### src/hdl/dci_pkg.sv
// Shared types and constants of the daylight color interpolator.
// Holds the keyframe table and the datapath widths; no dependencies.
`default_nettype none

package dci_pkg;

    localparam int KF_TABLE_SIZE = 9;
    localparam int DAY_MINUTES = 1440;
    localparam logic [23:0] FALLBACK_COLOR = 24'hf7f3e9;
    localparam logic [6:0] FALLBACK_BRIGHTNESS = 7'd100;

    // Widths of the minute datapath and the reciprocal divider.
    localparam int MIN_W = 11;
    localparam int MM_W = 12;
    localparam int EL_W = 11;
    localparam int SPAN_W = 11;
    localparam int RECIP_SHIFT = 20;
    localparam int RECIP_W = 15;
    localparam int NUM_W = 19;
    localparam int CHAN_COUNT = 4;
    localparam int HOUR_MAX = 23;
    localparam int MINUTE_MAX = 59;
    localparam int MINUTES_PER_HOUR = 60;

    // Keyframe table: minute of day, packed color and brightness.
    localparam int KF_AT [KF_TABLE_SIZE] = '{
        0, 300, 360, 480, 720, 1020, 1140, 1260, 1380
    };
    localparam logic [23:0] KF_RGB [KF_TABLE_SIZE] = '{
        24'h121728, 24'h2b3045, 24'hf4d8b8, 24'hf7f3e9, 24'hf8f5ed,
        24'hf3e7d6, 24'hc98e79, 24'h30344b, 24'h161b2a
    };
    localparam logic [6:0] KF_LEVEL [KF_TABLE_SIZE] = '{
        7'd28, 7'd38, 7'd55, 7'd82, 7'd100, 7'd86, 7'd60, 7'd42, 7'd30
    };

    // Position within the chosen segment and the segment's divider constants.
    typedef struct packed {
        logic [EL_W-1:0]    el;
        logic [SPAN_W-1:0]  span;
        logic [RECIP_W-1:0] recip;
    } t_seg;

endpackage

`default_nettype wire

### src/hdl/daylight_color_interpolator.sv
// Daylight color interpolator: an accepted start passes r_v1 to r_v4 and r_strobe before the result strobes out.
// Throughput is one item per cycle; busy stays low, since every stage moves each cycle.
// The reciprocal multiply and its correction set the stage count.
// Synchronous active-low reset clears the valid bits; the payload registers are not reset.
// Uses dci_pkg and dci_lerp_lane.
`default_nettype none

module daylight_color_interpolator
    import dci_pkg::*;
#(
    parameter int KEYFRAME_COUNT = 9
) (
    input  wire logic        i_clk,
    input  wire logic        i_rst_n,
    input  wire logic        start,
    output logic             busy,
    input  wire logic [4:0]  i_hour,
    input  wire logic [5:0]  i_minute_of_hour,
    input  wire logic        i_time_valid,
    output logic             o_strobe,
    output logic      [23:0] o_color,
    output logic      [6:0]  o_brightness
);

    localparam int KF_N = (KEYFRAME_COUNT < 2) ? 2 :
                          ((KEYFRAME_COUNT > KF_TABLE_SIZE) ? KF_TABLE_SIZE : KEYFRAME_COUNT);

    logic                r_v1, r_v2, r_v3, r_v4, r_strobe;
    logic                r_fb1, r_fb2, r_fb3, r_fb4;
    logic [MIN_W-1:0]    r_min;
    logic                n_fb1;
    logic [MIN_W-1:0]    n_min;
    logic [KF_N-1:0]     c_hit;
    logic [EL_W-1:0]     c_el [KF_N];
    logic [SPAN_W-1:0]   c_span [KF_N];
    logic [RECIP_W-1:0]  c_recip [KF_N];
    t_seg                n_seg, r_seg;
    logic [7:0]          n_lo [CHAN_COUNT];
    logic [7:0]          n_hi [CHAN_COUNT];
    logic [7:0]          r_lo [CHAN_COUNT];
    logic [7:0]          r_hi [CHAN_COUNT];
    logic                n_fb2;
    logic [7:0]          c_value [CHAN_COUNT];
    logic [23:0]         r_color;
    logic [6:0]          r_bright;

    assign busy = 1'b0;

    // Stage 1: minute of day and the fallback check.
    always_comb begin
        n_fb1 = !i_time_valid || (i_hour > 5'(HOUR_MAX)) ||
                (i_minute_of_hour > 6'(MINUTE_MAX));
        n_min = MIN_W'(i_hour) * MIN_W'(MINUTES_PER_HOUR) + MIN_W'(i_minute_of_hour);
    end

    always_ff @(posedge i_clk) begin
        r_min <= n_min;
        r_fb1 <= n_fb1;
    end

    // Per-segment range check, elapsed minutes and divider constants.
    for (genvar gi = 0; gi < KF_N; gi++) begin : g_seg
        localparam int NXT = (gi + 1) % KF_N;
        localparam int IS_LAST = (gi == KF_N - 1) ? 1 : 0;
        localparam int AT_S = KF_AT[gi];
        localparam int AT_E = KF_AT[NXT] + IS_LAST * DAY_MINUTES;
        localparam int SPAN = AT_E - AT_S;
        localparam int RECIP = (1 << RECIP_SHIFT) / SPAN;
        logic [MM_W-1:0] mm;

        if (IS_LAST == 1) begin : g_wrap
            assign mm = (r_min < MIN_W'(AT_S)) ? (MM_W'(r_min) + MM_W'(DAY_MINUTES))
                                               : MM_W'(r_min);
        end else begin : g_plain
            assign mm = MM_W'(r_min);
        end

        assign c_hit[gi]   = (mm >= MM_W'(AT_S)) && (mm <= MM_W'(AT_E));
        assign c_el[gi]    = EL_W'(mm - MM_W'(AT_S));
        assign c_span[gi]  = SPAN_W'(SPAN);
        assign c_recip[gi] = RECIP_W'(RECIP);
    end

    // Stage 2: pick the first segment that holds the minute.
    always_comb begin
        n_seg.el    = c_el[0];
        n_seg.span  = c_span[0];
        n_seg.recip = c_recip[0];
        for (int c = 0; c < CHAN_COUNT; c++) begin
            n_lo[c] = 8'd0;
            n_hi[c] = 8'd0;
        end
        for (int i = KF_N - 1; i >= 0; i--) begin
            if (c_hit[i]) begin
                n_seg.el    = c_el[i];
                n_seg.span  = c_span[i];
                n_seg.recip = c_recip[i];
                n_lo[0] = KF_RGB[i][23:16];
                n_lo[1] = KF_RGB[i][15:8];
                n_lo[2] = KF_RGB[i][7:0];
                n_lo[3] = {1'b0, KF_LEVEL[i]};
                n_hi[0] = KF_RGB[(i + 1) % KF_N][23:16];
                n_hi[1] = KF_RGB[(i + 1) % KF_N][15:8];
                n_hi[2] = KF_RGB[(i + 1) % KF_N][7:0];
                n_hi[3] = {1'b0, KF_LEVEL[(i + 1) % KF_N]};
            end
        end
        n_fb2 = r_fb1 || !(|c_hit);
    end

    always_ff @(posedge i_clk) begin
        r_seg <= n_seg;
        r_fb2 <= n_fb2;
        for (int c = 0; c < CHAN_COUNT; c++) begin
            r_lo[c] <= n_lo[c];
            r_hi[c] <= n_hi[c];
        end
    end

    // Stages 3 and 4: one blend lane each for red, green, blue and brightness.
    for (genvar gc = 0; gc < CHAN_COUNT; gc++) begin : g_lane
        dci_lerp_lane u_lane (
            .i_clk   (i_clk),
            .i_lo    (r_lo[gc]),
            .i_hi    (r_hi[gc]),
            .i_seg   (r_seg),
            .o_value (c_value[gc])
        );
    end

    // The fallback flag follows the lanes' two register stages.
    always_ff @(posedge i_clk) begin
        r_fb3 <= r_fb2;
        r_fb4 <= r_fb3;
    end

    // Output register: blended result or the fallback style.
    always_ff @(posedge i_clk) begin
        if (r_fb4) begin
            r_color  <= FALLBACK_COLOR;
            r_bright <= FALLBACK_BRIGHTNESS;
        end else begin
            r_color  <= {c_value[0], c_value[1], c_value[2]};
            r_bright <= c_value[3][6:0];
        end
    end

    // Valid bits travel alongside the data.
    always_ff @(posedge i_clk) begin
        if (!i_rst_n) begin
            r_v1     <= 1'b0;
            r_v2     <= 1'b0;
            r_v3     <= 1'b0;
            r_v4     <= 1'b0;
            r_strobe <= 1'b0;
        end else begin
            r_v1     <= start && !busy;
            r_v2     <= r_v1;
            r_v3     <= r_v2;
            r_v4     <= r_v3;
            r_strobe <= r_v4;
        end
    end

    assign o_strobe     = r_strobe;
    assign o_color      = r_color;
    assign o_brightness = r_bright;

endmodule

`default_nettype wire

### src/hdl/dci_lerp_lane.sv
// One channel of the interpolator: rounded linear blend of two bytes.
// Two register stages, then the final correction step; uses dci_pkg.
`default_nettype none

module dci_lerp_lane
    import dci_pkg::*;
(
    input  wire logic        i_clk,
    input  wire logic [7:0]  i_lo,
    input  wire logic [7:0]  i_hi,
    input  wire t_seg        i_seg,
    output logic      [7:0]  o_value
);

    logic [7:0]              n_mag;
    logic                    n_neg;
    logic [NUM_W-1:0]        n_num;
    logic [NUM_W-1:0]        r_num3;
    logic                    r_neg3;
    logic [7:0]              r_lo3;
    logic [SPAN_W-1:0]       r_span3;
    logic [RECIP_W-1:0]      r_recip3;
    logic [NUM_W+RECIP_W-1:0] n_prod;
    logic [7:0]              r_qest4;
    logic [NUM_W-1:0]        r_num4;
    logic                    r_neg4;
    logic [7:0]              r_lo4;
    logic [SPAN_W-1:0]       r_span4;
    logic [NUM_W-1:0]        n_rem;
    logic [7:0]              n_quot;

    // Magnitude of the rounded numerator: |d| * elapsed + span / 2.
    always_comb begin
        n_neg = (i_hi < i_lo);
        n_mag = n_neg ? (i_lo - i_hi) : (i_hi - i_lo);
        n_num = NUM_W'(n_mag) * NUM_W'(i_seg.el) + NUM_W'(i_seg.span >> 1);
    end

    always_ff @(posedge i_clk) begin
        r_num3   <= n_num;
        r_neg3   <= n_neg;
        r_lo3    <= i_lo;
        r_span3  <= i_seg.span;
        r_recip3 <= i_seg.recip;
    end

    // Quotient estimate by the segment's reciprocal; it is low by at most one.
    assign n_prod = (NUM_W+RECIP_W)'(r_num3) * (NUM_W+RECIP_W)'(r_recip3);

    always_ff @(posedge i_clk) begin
        r_qest4 <= n_prod[RECIP_SHIFT +: 8];
        r_num4  <= r_num3;
        r_neg4  <= r_neg3;
        r_lo4   <= r_lo3;
        r_span4 <= r_span3;
    end

    // Fix the estimate with one compare, then apply the sign of the step.
    always_comb begin
        n_rem = r_num4 - NUM_W'(r_qest4) * NUM_W'(r_span4);
        n_quot = (n_rem >= NUM_W'(r_span4)) ? (r_qest4 + 8'd1) : r_qest4;
        o_value = r_neg4 ? (r_lo4 - n_quot) : (r_lo4 + n_quot);
    end

endmodule

`default_nettype wire

### config.mk
export PLATFORM = sky130hd
export DESIGN_NAME = daylight_color_interpolator
export DESIGN_NICKNAME = d
export VERILOG_FILES = /design/src/hdl/dci_pkg.sv /design/src/hdl/daylight_color_interpolator.sv /design/src/hdl/dci_lerp_lane.sv
export SDC_FILE = /design/constraint.sdc
export NUM_CORES = 2
export LEC_CHECK = 0
export BUFFER_PORTS_ARGS = -buffer_cell sky130_fd_sc_hd__buf_2
export CAP_MARGIN = 5
export CORE_UTILIZATION = 45
export CTS_CLUSTER_SIZE = 30
export DETAILED_ROUTE_END_ITERATION = 8
export MAX_ROUTING_LAYER = met4
export PLACE_DENSITY = 0.7
export SLEW_MARGIN = 20
export SYNTH_ARGS = -nofsm -noshare
export SYNTH_HDL_FRONTEND = slang
export SYNTH_SLANG_ARGS = --single-unit
### constraint.sdc
create_clock -name i_clk -period 7 [get_ports i_clk]
set_input_delay 1.05 -clock i_clk [delete_from_list [all_inputs] [get_ports i_clk]]
set_output_delay 1.05 -clock i_clk [all_outputs]
set_load 0.02 [all_outputs]
==> metrics.md <==
| Metric | Value |
|---|---|
| Count of input and output buffers | `46` |
| Yosys top cell area share | `0.358` |
| Critical Path Source Type | `register` |
| Global-route wire length before repair | `291000 um` |
| Reg-to-reg critical path startpoint | `g_lane[3].u_lane.r_span4[6]$_DFF_P_` |
| Sequential element share of the synthesized area | `0.118` |
| Total via count after detailed routing | `49700` |
| Total wirelength of the detailed-routed design | `approximately 180000 um` |
| Number of DRC violations after detailed-routing iteration 0 | `3201` |
| Count of distinct cell types in the synthesized netlist | `92` |
| Maximum buffer depth of the clock tree | `3` |
| Clock slew at the register clock pins of the worst setup and hold paths | `roughly 0.06 ns` |
| Main area contributors after synthesis | `sky130_fd_sc_hd__fa_1, sky130_fd_sc_hd__ha_1, sky130_fd_sc_hd__dfxtp_1, sky130_fd_sc_hd__inv_1, sky130_fd_sc_hd__and2_1` |
| Ratio of final minimum period to clock period | `1.08` |
| Total Neg Setup Slack | `-5.03 ns` |
| Width of the die | `384 um` |
| Hold Startpoint | `r_seg[8]$_SDFF_PP1_` |
| Post-Synth Simple-Gate Area | `0.142` |
| Violated checks | `negative setup slack` |
| CTS HTree Levels | `2` |
| Number of pins exceeding their max-slew limit in the final report | `0` |
| Residual DRC count | `0` |
| Number of hold-repair buffers added at the cts stage | `0` |
| Crit path setup slack, layout | `-0.543 ns` |
| Unrepaired setup endpoints after global routing | `true` |
| Mean instance size in the synthesized netlist | `9.22 um^2` |
| Top_reg_cell synth | `sky130_fd_sc_hd__dfxtp_1` |
| Synthesized-area fraction occupied by adder cells | `0.511` |
| Biggest area consumer among synthesized cells | `sky130_fd_sc_hd__fa_1` |
| DP Wirelength | `154000 um` |
| Post-synth EDFFs | `0` |
| TritonCTS clock tree | `done` |
| Delay of the slowest cell on the worst path | `~0.56 ns` |
| Dominant combinational cell family by area after synthesis | `adder cells` |
| Overall overflow remaining after global route | `0` |
| IO Count | `48` |
| Hold EP | `g_lane[3].u_lane.r_recip3[8]$_DFF_P_` |
| Internal reg-to-reg setup slack | `-0.54 ns` |
| Die H | `384 um` |
| Root Driver | `sky130_fd_sc_hd__clkbuf_16` |
| Number of antenna violations at the first check in global routing | `17` |
| Async SR Flop Fraction | `0` |
| Placed cells | `9421` |
| Overall die area | `between 100000 and 150000 um^2` |
| Placeable core area | `144000 um^2` |
| Highest clock rate | `133 MHz` |
| Post-Synth XOR/XNOR Area | `0.0379` |
| Maximum number of pins on one net before global-route repair | `40` |
| Path class of the lowest-slack min-delay path | `reg -> reg` |
| Total clock buffers created by CTS | `47` |
| Slowest library cell on the worst path | `sky130_fd_sc_hd__or4_4` |
| Length of the first detailed-routing pass in iterations | `5` |
| Number of warnings issued by yosys | `0` |
| Signal arrival time at the worst endpoint | `8.04 ns` |
| Total track usage | `0.259` |
| Number of standard cells in the final layout excluding fillers | `9634` |
| Number of failing hold endpoints at the final stage | `0` |
| Most common library cell in the layout ignoring fill and taps | `sky130_fd_sc_hd__inv_1` |
| Routability cong. | `just over 1` |
| Hold Crit Depth | `0` |
| Via-per-instance ratio | `5.16` |
| Commonest cells after routing, fill and taps aside | `sky130_fd_sc_hd__inv_1, sky130_fd_sc_hd__fa_1, sky130_fd_sc_hd__ha_1, sky130_fd_sc_hd__and2_1, sky130_fd_sc_hd__buf_4` |
| Final critical delay including setup and external delays | `7.54 ns` |
| Number of endpoints failing setup at the final stage | `28` |
| Number of nets produced by synthesis | `9132` |
| Number of register bits inferred by synthesis | `389` |
| Result of the run | `finished with violations` |
| Count of antenna-violating nets left after detailed routing | `0` |
| FF-to-FF path depth | `36` |
| Critical-path maximum fanout | `4` |
| Combined area of the multi-input logic cells | `roughly 53000 um^2` |
| Mapped Area | `about 66000 um^2` |
| Clock Skew | `0.0366 ns` |
| Fraction of synthesized area in multiplexers | `0.00764` |
| Worst Max-Slew Pin Slew | `1.11 ns` |
| Area Overhead vs Synth | `16.2%` |
| Library cell appearing most often on the critical path | `sky130_fd_sc_hd__xnor2_1` |
| # Max-Cap Violations | `0` |
| Hold WS | `0.325 ns` |
| FF+latch area | `7850 um^2` |
| Number of rows in the core area | `139` |
| Instance count of the mapped netlist | `~7100` |
| Clock insertion delay at the later pin of the skew report | `0.63 ns` |
| Required time of the critical path | `7.49 ns` |
| Via count of the first global-routing pass | `between 50000 and 60000` |
| Critical register-to-register path endpoint | `o_color[7]$_SDFF_PP1_` |
| Filler cell count | `between 10000 and 15000` |
| CP Class | `reg -> reg` |
| Initial core utilization | `0.456` |
| Max-Slew Margin vs Limit | `0.262` |
| Final nets | `9683` |
| Fraction of final layout cells sized beyond drive strength 1 | `0.156` |
| Critical Path End Type | `register` |
| Synth Area in Compound Gates | `0.0732` |
| DR WL/cell | `19.1 um` |
| Clock sink count | `389` |
-- flip-flops by register name (all words and copies together), names as in the netlist, 3 cells and up --
register / cells
r_min: 11
g_lane.u_lane.r_span4: 6
g_lane.u_lane.r_num4: 76
o_color: 24
g_lane.u_lane.r_lo3: 28
r_hi: 27
g_lane.u_lane.r_neg3: 4
g_lane.u_lane.r_lo4: 28
g_lane.u_lane.r_recip3: 7
g_lane.u_lane.r_qest4: 32
o_brightness: 7
g_lane.u_lane.r_neg4: 4
r_lo: 26
r_seg: 21
g_lane.u_lane.r_num3: 76
g_lane.u_lane.r_span3: 3
-- Yosys cell counts (9+ instances only) --
cell type                   count
sky130_fd_sc_hd__inv_1       1694
sky130_fd_sc_hd__fa_1        1178
sky130_fd_sc_hd__ha_1         803
sky130_fd_sc_hd__and2_1       681
sky130_fd_sc_hd__nand2_1      464
sky130_fd_sc_hd__dfxtp_1      389
sky130_fd_sc_hd__nor2_1       233
sky130_fd_sc_hd__xnor2_1      211
sky130_fd_sc_hd__a21oi_1      199
sky130_fd_sc_hd__clkbuf_1     189
sky130_fd_sc_hd__o21ai_0      138
sky130_fd_sc_hd__nor2b_1       93
sky130_fd_sc_hd__a21o_1        88
sky130_fd_sc_hd__xor2_1        74
sky130_fd_sc_hd__nand2b_1      67
sky130_fd_sc_hd__nand3_1       59
sky130_fd_sc_hd__nor3_1        48
sky130_fd_sc_hd__mux2i_1       33
sky130_fd_sc_hd__and3_1        28
sky130_fd_sc_hd__a21boi_0      27
sky130_fd_sc_hd__a31oi_1       26
sky130_fd_sc_hd__o211ai_1      22
sky130_fd_sc_hd__o21a_1        22
sky130_fd_sc_hd__nand4_1       21
sky130_fd_sc_hd__a211oi_1      20
sky130_fd_sc_hd__o21bai_1      19
sky130_fd_sc_hd__o31ai_1       17
sky130_fd_sc_hd__buf_2         15
sky130_fd_sc_hd__o21ai_1       15
sky130_fd_sc_hd__or2_2         15
sky130_fd_sc_hd__or3_1         15
sky130_fd_sc_hd__mux2_2        14
sky130_fd_sc_hd__o221ai_1      14
sky130_fd_sc_hd__a221oi_1      10
sky130_fd_sc_hd__nor4_1        10
sky130_fd_sc_hd__o2111ai_1     10
sky130_fd_sc_hd__a31o_2         9
sky130_fd_sc_hd__clkinv_1       9
sky130_fd_sc_hd__nand3b_1       9
sky130_fd_sc_hd__o22ai_1        9
sky130_fd_sc_hd__or4_1          9
-- how the worst max path moves through the flow --
stage                                        start  cells past startpoint  slack, ns                         end
6_report       g_lane[3].u_lane.r_span4[6]$_DFF_P_                     36      -0.54       o_color[7]$_SDFF_PP1_
5_1_grt        g_lane[3].u_lane.r_span4[6]$_DFF_P_                     39      -0.95  o_brightness[6]$_SDFF_PP1_
4_1_cts        g_lane[3].u_lane.r_span4[4]$_DFF_P_                     39      -0.40  o_brightness[6]$_SDFF_PP1_
3_5_place_dp   g_lane[3].u_lane.r_span4[4]$_DFF_P_                     39      -0.61  o_brightness[6]$_SDFF_PP1_
3_3_place_gp   g_lane[3].u_lane.r_span4[6]$_DFF_P_                     39      -0.73  o_brightness[6]$_SDFF_PP1_
2_1_floorplan  g_lane[3].u_lane.r_span4[6]$_DFF_P_                     41       -0.1  o_brightness[6]$_SDFF_PP1_
-- stage by stage --
step	instance area, um^2	setup WS (ns)	utilization
floorplan	66200	-0.0950	-
global placement	72200	-0.733	0.500
detailed placement	72200	-0.614	0.500
CTS	74900	-0.396	0.519
global route	76500	-0.945	0.530
finish	76500	-0.543	0.530
-- worst max-delay path: cells and delay by family (launching register included) --
family	cells	cell delay, ns
mux	2	0.48
simple gates	6	0.98
flops	1	0.36
xor+xnor	5	0.80
buf+inv	5	0.48
compound gates	11	1.76
fa+ha+maj	7	2.54
-- logic make-up (layout without fill, tap and decap cells) --
logic type      Yosys count  in the layout
fa+ha+maj              1981           1981
buf+inv                1920           2507
xor+xnor                285            285
other cells               1              9
compound gates          734            734
mux                      48             48
simple gates           1778           1778
flops                   389            389
-- area by class of cell --
cell class,instances,area share
multi-input cells,4827,0.687
flip-flops and latches,389,0.103
inverters,1707,0.0841
repair buffers,715,0.0731
well taps,1903,0.0311
clock buffers,54,0.0165
clock inverters,31,0.00484
diodes,8,0.000262
-- per-layer routing --
layer / routed length, um / vias up / global-route usage
met4: 7090 / 0 / 0.0890
met3: 11400 / 304 / 0.0347
li1: - / 23000 / -
met2: 87500 / 1554 / 0.421
met5: 0 / - / -
met1: 78300 / 24900 / 0.331
-- timing repair --
| action | CTS | global route |
|---|---|---|
| cloned | 0 | 2 |
| setup buffers | 72 | 72 |
| endpoints found under the setup margin | 36 | 56 |
| hold endpoints to repair | 0 | 0 |
| resized for setup | 172 | 259 |
| pin swaps | 160 | 247 |
Power is left out: the tool's default activity adds up to more than one toggle a clock period on the data nets, which glitch-free logic cannot reach.
